==> src/design/udiv_pkg.sv <==
// Shared types and constants for the unsigned restoring divider.
// No dependencies; every other design file imports this package.
`default_nettype none

package udiv_pkg;

    // Width of the operand fields on the ports. The datapath width may be smaller.
    localparam int unsigned PORT_WIDTH = 64;

    typedef struct packed {
        logic [PORT_WIDTH-1:0] dividend;
        logic [PORT_WIDTH-1:0] divisor;
    } t_div_in;

    typedef struct packed {
        logic [PORT_WIDTH-1:0] quotient;
        logic                  divide_by_zero;
    } t_div_out;

endpackage

`default_nettype wire

==> src/design/udiv_cell.sv <==
// One cell of the divider chain: shifts one dividend bit into the partial remainder,
// does a trial subtract, and registers the result for the next cell. Uses udiv_pkg.
`default_nettype none

module udiv_cell
    import udiv_pkg::*;
#(
    parameter int unsigned W = 64
) (
    input  wire logic         i_clk,
    input  wire logic         i_rst_n,
    // Upstream side
    input  wire logic         i_valid,
    output logic              o_ready,
    input  wire logic [W-1:0] i_rem,
    input  wire logic [W-1:0] i_qn,
    input  wire logic [W-1:0] i_den,
    input  wire logic         i_dbz,
    // Downstream side
    output logic              o_valid,
    input  wire logic         i_ready,
    output logic [W-1:0]      o_rem,
    output logic [W-1:0]      o_qn,
    output logic [W-1:0]      o_den,
    output logic              o_dbz
);

    logic         r_valid;
    logic [W-1:0] r_rem;
    logic [W-1:0] r_qn;
    logic [W-1:0] r_den;
    logic         r_dbz;

    logic         w_carry;
    logic [W-1:0] w_shift;
    logic [W:0]   w_diff;
    logic         w_ge;
    logic [W-1:0] n_rem;
    logic [W-1:0] n_qn;

    // The qn word holds the unused dividend bits at the top and the quotient bits
    // built so far at the bottom; each cell shifts one place.
    always_comb begin
        w_carry = i_rem[W-1];
        w_shift = {i_rem[W-2:0], i_qn[W-1]};
        w_diff  = {w_carry, w_shift} - {1'b0, i_den};
        w_ge    = ~w_diff[W];
        n_rem   = w_ge ? w_diff[W-1:0] : w_shift;
        n_qn    = {i_qn[W-2:0], w_ge};
    end

    // The cell takes a new beat when it is empty or its contents move on.
    assign o_ready = ~r_valid | i_ready;

    always_ff @(posedge i_clk) begin
        if (!i_rst_n) begin
            r_valid <= 1'b0;
        end else if (o_ready) begin
            r_valid <= i_valid;
        end
    end

    always_ff @(posedge i_clk) begin
        if (o_ready && i_valid) begin
            r_rem <= n_rem;
            r_qn  <= n_qn;
            r_den <= i_den;
            r_dbz <= i_dbz;
        end
    end

    assign o_valid = r_valid;
    assign o_rem   = r_rem;
    assign o_qn    = r_qn;
    assign o_den   = r_den;
    assign o_dbz   = r_dbz;

endmodule

`default_nettype wire

==> config.mk <==
export PLATFORM = sky130hd
export DESIGN_NAME = udiv_cell
export DESIGN_NICKNAME = d
export VERILOG_FILES = /design/src/design/udiv_pkg.sv /design/src/design/udiv_cell.sv
export SDC_FILE = /design/constraint.sdc
export NUM_CORES = 1
export LEC_CHECK = 0
export BUFFER_PORTS_ARGS = -buffer_cell sky130_fd_sc_hd__buf_4
export CAP_MARGIN = 15
export CORE_AREA = 2 2 150 152
export DETAILED_ROUTE_END_ITERATION = 8
export DIE_AREA = 0 0 152 154
export PLACE_DENSITY = 0.85
export SETUP_SLACK_MARGIN = 0.4
export SYNTH_ARGS = -nofsm -noshare
export SYNTH_HDL_FRONTEND = slang
export SYNTH_SLANG_ARGS = --single-unit
==> constraint.sdc <==
create_clock -name i_clk -period 9.1 [get_ports i_clk]
set_input_delay 1.82 -clock i_clk [delete_from_list [all_inputs] [get_ports i_clk]]
set_output_delay 1.82 -clock i_clk [all_outputs]
set_load 0.03 [all_outputs]
# After elaboration in Yosys (flattened, before gate mapping)
# Index checks and enable logic that the tools add are counted.
totals:
  ff_bits: 194
  out_inout_bits: 195
  wordCells: 11
classes:
  n_addsub: 1
  mux: 1
  bitwise: 3
  reduce_logical: 1
ops:
  columns: ["cell", "count"]
  rows:
  - ["65-bit by 64-bit subtractor with 65-bit output", 1]
  - ["64-bit 2-to-1 mux", 1]
  - ["1-bit NOT", 2]
  - ["1-bit logical AND", 1]
  - ["1-bit bitwise OR", 1]

# Logic depth before layout (Yosys ltp)
# Gate-level depths: netlist of run 1.
logic_depth:
  depth_word: 3
  ltp_mapped: 15

# Worst setup path before layout of run 1
# No wires, ideal clock.
synth_timing:
  path_kind: "in2reg"
  startpoint: "input port i_ready"
  endpoint: "register r_dbz, in the netlist o_dbz (enable)"
  arrival_time_ns: 6.591
  setup_slack_ns: 1.933
  path_stages: 2
  n_path_buf: 0
  cell_sequence: "nand2b_1 -> and2_1"
synth_between:
  elab_chain_cells: 2
synth_lines:
  columns: ["item", "line_no", "rtl"]
  rows:
  - ["start: declaration", "udiv_cell.sv:21", "input wire logic i_ready,"]
  - ["1-bit bitwise OR", "udiv_cell.sv:53", "assign o_ready = ~r_valid | i_ready;"]
  - ["1-bit logical AND", "udiv_cell.sv:64", "if (o_ready && i_valid) begin"]
  - ["end signal: assignment", "udiv_cell.sv:68", "r_dbz <= i_dbz;"]
  - ["end: declaration", "udiv_cell.sv:32", "logic r_dbz;"]
# No other way between the ends.
# A chain may end at the register's enable or synchronous reset.

# Final worst setup path of run 1
layout_timing:
  startpoint: "input port i_qn[63]"
  endpoint: "register r_rem[3], in the netlist o_rem[3] (data pin)"
layout_between:
  elab_chain_cells: 2
layout_lines:
  columns: ["item", "line_no", "rtl"]
  rows:
  - ["start: declaration", "udiv_cell.sv:16", "input wire logic [W-1:0] i_qn,"]
  - ["65-bit by 64-bit subtractor with 65-bit output", "udiv_cell.sv:46", "w_diff = {w_carry, w_shift} - {1'b0, i_den};"]
  - ["64-bit 2-to-1 mux", "udiv_cell.sv:48", "n_rem = w_ge ? w_diff[W-1:0] : w_shift;"]
  - ["named net n_rem[3]", "udiv_cell.sv:38", "logic [W-1:0] n_rem;"]
  - ["end signal: assignment", "udiv_cell.sv:65", "r_rem <= n_rem;"]
  - ["end: declaration", "udiv_cell.sv:29", "logic [W-1:0] r_rem;"]
# The timed path passes the listed nets, and every way through them passes these cells.

==> impl_metrics.tcl, run 1 <==
set metrics [dict create \
    outcome "finished, final reports clean" \
    max_freq_mhz 176.6 \
    nNetsFinal 1550 \
    drt_iter0_drc 734 \
    detail-route-antenna-nets 0 \
    vias 8824 \
    power_density_nw_per_um2 182.1 \
    core_um2 21690 \
    finalCritPeriodShare_pct 62.22 \
    max_slew_margin_pct 30.71 \
    cp-end-kind "flop" \
    routed_wl_mm 31.20 \
    fin_ws_ns 3.438 \
    tightest_slew_ns 1.039 \
    criticalPathCategory "input pin to flop" \
    peakVddDrop_mv 0.1275 \
    setup_viol 0 \
    p_switching_uw 867.7 \
    cts_root_buf "clkbuf_16" \
    crit_fanout 32 \
    clkSlewWorstSetupHoldPaths_ns 0.08 \
    synthToLayoutAreaGrowth_pct 33.63 \
    required_ns 9.29 \
    rsz0062_at_grt "no" \
    dp_slack_ns 2.981 \
    synth-async-reset-ratio_pct 0 \
    critPathLaunchType "input pin" \
    wire_per_inst_um 19.74 \
    tns_ns 0 \
    numCtsBuffers 17 \
    postCtsSetupRepairBufs 0 \
    seq_area_frac_synth_pct 52.91 \
    cts_tree "done" \
    internal_power_mw 1.808 \
    dieWidth_um 152 \
    holdCritPathClass "flop to flop" \
    clock_path_buffers 2 \
    grt_use_total_pct 25.86 \
    synth_area_um2 10990 \
    leakage_nw 6.597 \
    yosys.area.top_type "edfxtp_1" \
    arrival_ns 5.85 \
    p_comb_share_pct 30.4 \
    h-tree-depth 4 \
    reg2reg_slack_ns 6.81 \
    fp-row-count 54 \
    hpwl_mm 24.77 \
    finalCriticalPeriod_ns 5.662 \
    finalClockSkew_ns 0.007128 \
    synth_edf_count 193 \
    hold_violations 0 \
    clkPwrFrac_pct 28.3 \
    syn_avg_cell_area_um2 12.03 \
    diodes 0 \
    grt_pass1_vias 8608 \
    ys_seq_elements 194 \
    yosysWarnings 0 \
    die-area_um2 23410 \
    seqPwrFrac_pct 41.3 \
    drcViolationCount 0 \
    maxCapViolCount 0 \
    vias_per_cell 5.581 \
    place.gp.congestion 0.8995 \
    dr.pass1.iters 5 \
    die_y_um 154 \
    synth_ff_type "edfxtp_1" \
    ys_top_cells_by_area "edfxtp_1, mux2_4, ha_1" \
    cts_sinks 194 \
    power_switching_share_pct 32.43 \
    ctsResizeCount 0 \
    start_util_pct 50.68 \
    drive_gt1_share_pct 38.36 \
    antenna_found_initial 0 \
    port_buffers 391 \
    syn_inst 914 \
    synth_top_area_share_pct 52.73 \
    hold_buffers 0 \
    syn_nets 1176 \
    clk_latency_ns 0.43 \
    overflow 0 \
    synthDistinctLibCells 60 \
    grt_pass1_wl_mm 47.60 \
    io_pins 392 \
    drv_slew 0 \
    grt_max_degree 81 \
]
-- cell type report --
cell class,count,area [µm²]
clock buffers,18,429.2
flip-flops and latches,194,5816
fillers,1653,7000
repair buffers,394,2958
inverters,83,314.1
well taps,280,350.3
clock inverters,14,157.7
multi-input cells,598,4663
-- cells by family (layout without fill, tap and decap cells) --
kind of cell	Yosys count	in the layout	synth area share, %
xor gates and xnor gates	60	60	4.781
DFF	194	194	52.91
AOI/OAI and AO/OA	233	233	13.61
and+or+nand+nor	175	175	7.900
adders and majority gates	65	65	7.467
muxes	65	65	8.640
buffers and inverters	122	509	4.690
-- critical path, stage by stage --
cell and delay, ns:
buf_4 0.08, inv_1 0.05, ha_1 0.22, fa_1 0.41, nor2b_1 0.19, o211ai_1 0.15
a31o_2 0.27, o21ai_1 0.27, a41oi_2 0.24, a21o_1 0.25, a21oi_2 0.15, o21ba_2 0.18
nor3_4 0.06, inv_4 0.45, buf_4 0.61, mux2_2 0.40
-- sequential cells by signal, summed over array words and instances, names as in the netlist --
name / cells
o_qn: 64
o_den: 64
o_dbz: 1
o_valid: 1
o_rem: 64
-- Yosys cell counts (10+ instances only) --
| cell type | n |
|---|---|
| nand4_1 | 19 |
| clkbuf_1 | 23 |
| nor3_1 | 15 |
| a211oi_1 | 11 |
| o21bai_1 | 10 |
| xnor2_1 | 34 |
| inv_1 | 82 |
| a21o_1 | 31 |
| ha_1 | 64 |
| a31oi_1 | 13 |
| o21ai_0 | 39 |
| a21oi_1 | 79 |
| nor2_1 | 29 |
| xor2_1 | 26 |
| mux2_4 | 59 |
| nand3_1 | 15 |
| nand2_1 | 55 |
| buf_2 | 10 |
| edfxtp_1 | 193 |
-- through the flow --
stage / area [µm²] / hold WS [ns] / power, mW / std cells / util, %
6_report: 14690 / 0.5763 / 2.675 / 1581 / 67.72
5_1_grt: 14690 / 0.6163 / 2.774 / 1581 / 67.72
2_1_floorplan: 10990 / 0.8846 / 1.668 / 914 / -
4_1_cts: 14690 / 0.5850 / 2.685 / 1581 / 67.72
3_5_place_dp: 14100 / 0.5546 / 1.935 / 1549 / 65.02
3_3_place_gp: 14100 / 0.5310 / 1.917 / 1549 / 65.02
-- cell usage in the layout, fill, tap and decap left out, types with 29 or more instances in the layout --
cell type / instances
buf_4: 394
a21oi_1: 79
ha_1: 64
edfxtp_1: 193
a21o_1: 31
xnor2_1: 34
o21ai_0: 39
nor2_1: 29
mux2_4: 59
nand2_1: 55
inv_1: 82
-- per-layer routing --
metal  vias to the layer above  track usage (%)  wire [µm]
li1                       4149                -          -
met5                         -                0          0
met3                        48            4.763       1986
met4                         0            8.233        760
met1                      4244            31.42      12170
met2                       383            46.63      16290
-- worst paths after layout --
kind,startpoint,end,cells after the start
setup / recovery,i_qn[63],o_rem[3]$_DFFE_PP_,16
hold / removal,o_valid$_SDFFE_PN0N_,o_valid$_SDFFE_PN0N_,2
setup reg to reg,o_valid$_SDFFE_PN0N_,o_rem[18]$_DFFE_PP_,3
hold reg to reg,o_valid$_SDFFE_PN0N_,o_valid$_SDFFE_PN0N_,2
-- power groups by stage --
stage / sequential, mW / clock, mW / combinational (mW)
floorplan: 1.28 / 0 / 0.388
finish: 1.10 / 0.756 / 0.815
detailed placement: 1.12 / 0 / 0.810
CTS: 1.11 / 0.766 / 0.813
global placement: 1.12 / 0 / 0.795
global route: 1.11 / 0.796 / 0.866
Power figures use the tool's default switching activity.
==> run 2, diff against run 1 <==
ABC_AREA = 1   (was default)
CORE_AREA = default   (was 2 2 150 152)
CORE_MARGIN = 1.5   (was default)
CORE_UTILIZATION = 53   (was default)
DIE_AREA = default   (was 0 0 152 154)
PLACE_DENSITY = 0.86   (was 0.85)
clock period = 5.92 ns   (was 9.1 ns; I/O delays follow)
==> impl_metrics.tcl, run 2 <==
set metrics [dict create \
    die-area_um2 25630 \
    max_freq_mhz 255.9 \
    drv_slew 0 \
    critPathLaunchType "input pin" \
    dieWidth_um 160.1 \
    grt_use_total_pct 37.17 \
    synth_fa_ha_area_share_pct 6.275 \
    dr.pass1.iters 6 \
    holdCritStartpoint "o_valid$_SDFFE_PN0N_" \
    ys_top_cells_by_area "edfxtp_1, nand2_1, inv_1" \
    crit_fanout 28 \
    r2r_cells 2 \
    clkSlewWorstSetupHoldPaths_ns 0.08 \
    syn_nets 2069 \
    syn_inst 1807 \
    yosys.area.top_type "edfxtp_1" \
    ys_seq_elements 194 \
    peakVddDrop_mv 0.1963 \
    yosysWarnings 0 \
    holdWs_ns 0.5950 \
    holdCritPathClass "flop to flop" \
    min_delay_path_depth 2 \
    io_pins 392 \
    synth_edf_count 193 \
    required_ns 6.24 \
    placed_area_um2 16320 \
    routed_wl_mm 48.74 \
    synth_area_um2 13080 \
    clock_path_buffers 2 \
    fin_ws_ns 2.012 \
    synth_top_family_by_area "simple AND/OR/NAND/NOR gates" \
    setup_viol 0 \
    final_core_util_pct 70.08 \
    crit_family "simple AND/OR/NAND/NOR gates" \
    tightest_slew_ns 1.048 \
    arrival_ns 4.22 \
    rsz0062_at_grt "no" \
    final_area_um2 16990 \
    synth_xor_area_share_pct 2.076 \
    numCtsBuffers 17 \
    leakage_nw 9.424 \
    mostFrequentLayoutCell "nand2_1" \
    cp_slowest_cell "fa_1" \
    core_um2 24250 \
    muxShareOfSynthArea_pct 0 \
    finalCritPeriodShare_pct 66.02 \
    nNetsFinal 2469 \
    maxCapViolCount 0 \
    drcViolationCount 0 \
    synthSimpleGateAreaFrac_pct 32.06 \
    power_density_nw_per_um2 254.9 \
    cts_root_buf "clkbuf_16" \
    vias_per_cell 5.200 \
    yosysMostFrequentCell "nand2_1" \
    hold-path-endpoint "o_valid$_SDFFE_PN0N_" \
    outcome "finished, final reports clean" \
    fp-row-count 57 \
    ctsResizeCount 0 \
    synth_common_cells "nand2_1, inv_1, edfxtp_1" \
    cts_tree "done" \
    cp-end-kind "flop" \
    max_slew_margin_pct 30.11 \
    most-common-layout-cells "nand2_1, buf_4, inv_1, edfxtp_1, nor2_1" \
    fillers 1925 \
    regToRegStartpoint "o_valid$_SDFFE_PN0N_" \
    hpwl_mm 39.02 \
    tns_ns 0 \
    drt_iter0_drc 1276 \
    path_cells "buf_4 -> inv_1 -> ha_1 -> fa_1 -> inv_1 -> nand2_1 -> nand2_1 -> nand3_1 -> nand2_2 -> nand2_1 -> nand2_2 -> nand2_1 -> nand2_2 -> nand2_2 -> nand2_2 -> nand2_2 -> nand2_2 -> buf_12 -> buf_4 -> nand2_1 -> nand2_1" \
    finalClockSkew_ns 0.01131 \
    finalCriticalPeriod_ns 3.908 \
    drive_gt1_share_pct 21.22 \
    antenna_found_initial 1 \
    r2r_end "o_rem[10]$_DFFE_PP_" \
    grt_max_degree 194 \
    synth-async-reset-ratio_pct 0 \
    hold_violations 0 \
    synthDistinctLibCells 33 \
    die_y_um 160.1 \
    dp_slack_ns 1.292 \
    cts_sinks 194 \
    start_util_pct 53.94 \
    synthToLayoutAreaGrowth_pct 29.92 \
    port_buffers 391 \
    wire_per_inst_um 19.15 \
    syn_avg_cell_area_um2 7.239 \
    vias 13233 \
    clk_latency_ns 0.46 \
    seq_area_frac_synth_pct 44.46 \
    grt_pass1_vias 12768 \
    synth_compound_area_share_pct 2.698 \
    postCtsSetupRepairBufs 0 \
    place.gp.congestion 1.026 \
    grt_pass1_wl_mm 71.54 \
    overflow 0 \
    cpMostUsedCell "nand2_2" \
    reg2reg_slack_ns 4.11 \
    h-tree-depth 4 \
    crit_buf_inv 5 \
    crit_path_max_incr_delay_ns 0.44 \
    detail-route-antenna-nets 0 \
    criticalPathCategory "input pin to flop" \
    synth_top_area_share_pct 44.31 \
    synth_ff_type "edfxtp_1" \
    hold_buffers 0 \
]
==> run 2: per-layer routing <==
| layer | up-vias | global-route usage [%] | part of all wire (%) |
|---|---|---|---|
| met5 | - | 0 | 0 |
| met4 | 0 | 15.46 | 3.9 |
| met3 | 128 | 6.623 | 8.1 |
| met2 | 717 | 65.43 | 49 |
| met1 | 6057 | 44.83 | 39 |
| li1 | 6331 | - | - |
==> run 2: where the power goes <==
part,internal [mW],leakage (nW),switching (mW)
sequential,1.66,1.89,0.0376
clock,0.627,0.312,0.658
combinational,0.451,7.22,0.902
total,2.73,9.42,1.60
==> run 2: worst reg2reg max path, stage by stage (launching register included) <==
cell and delay [ns]:
dfxtp_1 0.37, a21oi_4 0.19, buf_12 0.74
==> run 2: worst max-delay path by stage <==
stage | cells after the start | slack [ns] | endpoint | startpoint
2_1_floorplan | 2 | 0.99 | o_dbz$_DFFE_PP_ | i_ready
3_3_place_gp | 20 | 1.48 | o_rem[32]$_DFFE_PP_ | i_qn[63]
3_5_place_dp | 20 | 1.29 | o_rem[21]$_DFFE_PP_ | i_qn[63]
4_1_cts | 20 | 1.72 | o_rem[29]$_DFFE_PP_ | i_qn[63]
5_1_grt | 21 | 1.81 | o_rem[29]$_DFFE_PP_ | i_qn[63]
6_report | 21 | 2.01 | o_rem[29]$_DFFE_PP_ | i_qn[63]
==> run 2: cell families after synthesis <==
logic type	Yosys count
AOI/OAI and AO/OA	66
xor gates and xnor gates	31
and+or+nand+nor	1042
DFF	194
buffers and inverters	409
adders and majority gates	65
==> run 2: per-stage QoR <==
stage               power (mW)  std cells
floorplan                2.549       1807
global placement         3.004       2511
detailed placement       3.043       2511
CTS                      4.305       2543
global route             4.480       2545
finish                   4.332       2545
==> run 2: layout make-up <==
| class | count | area [µm²] | share of cell area, % |
|---|---|---|---|
| well taps | 324 | 405.4 | 2.386 |
| repair buffers | 394 | 2983 | 17.55 |
| flip-flops and latches | 194 | 5816 | 34.22 |
| multi-input cells | 1204 | 5650 | 33.25 |
| clock buffers | 17 | 425.4 | 2.503 |
| clock inverters | 15 | 225.2 | 1.325 |
| diodes | 1 | 2.502 | 0.01473 |
| inverters | 396 | 1486 | 8.747 |
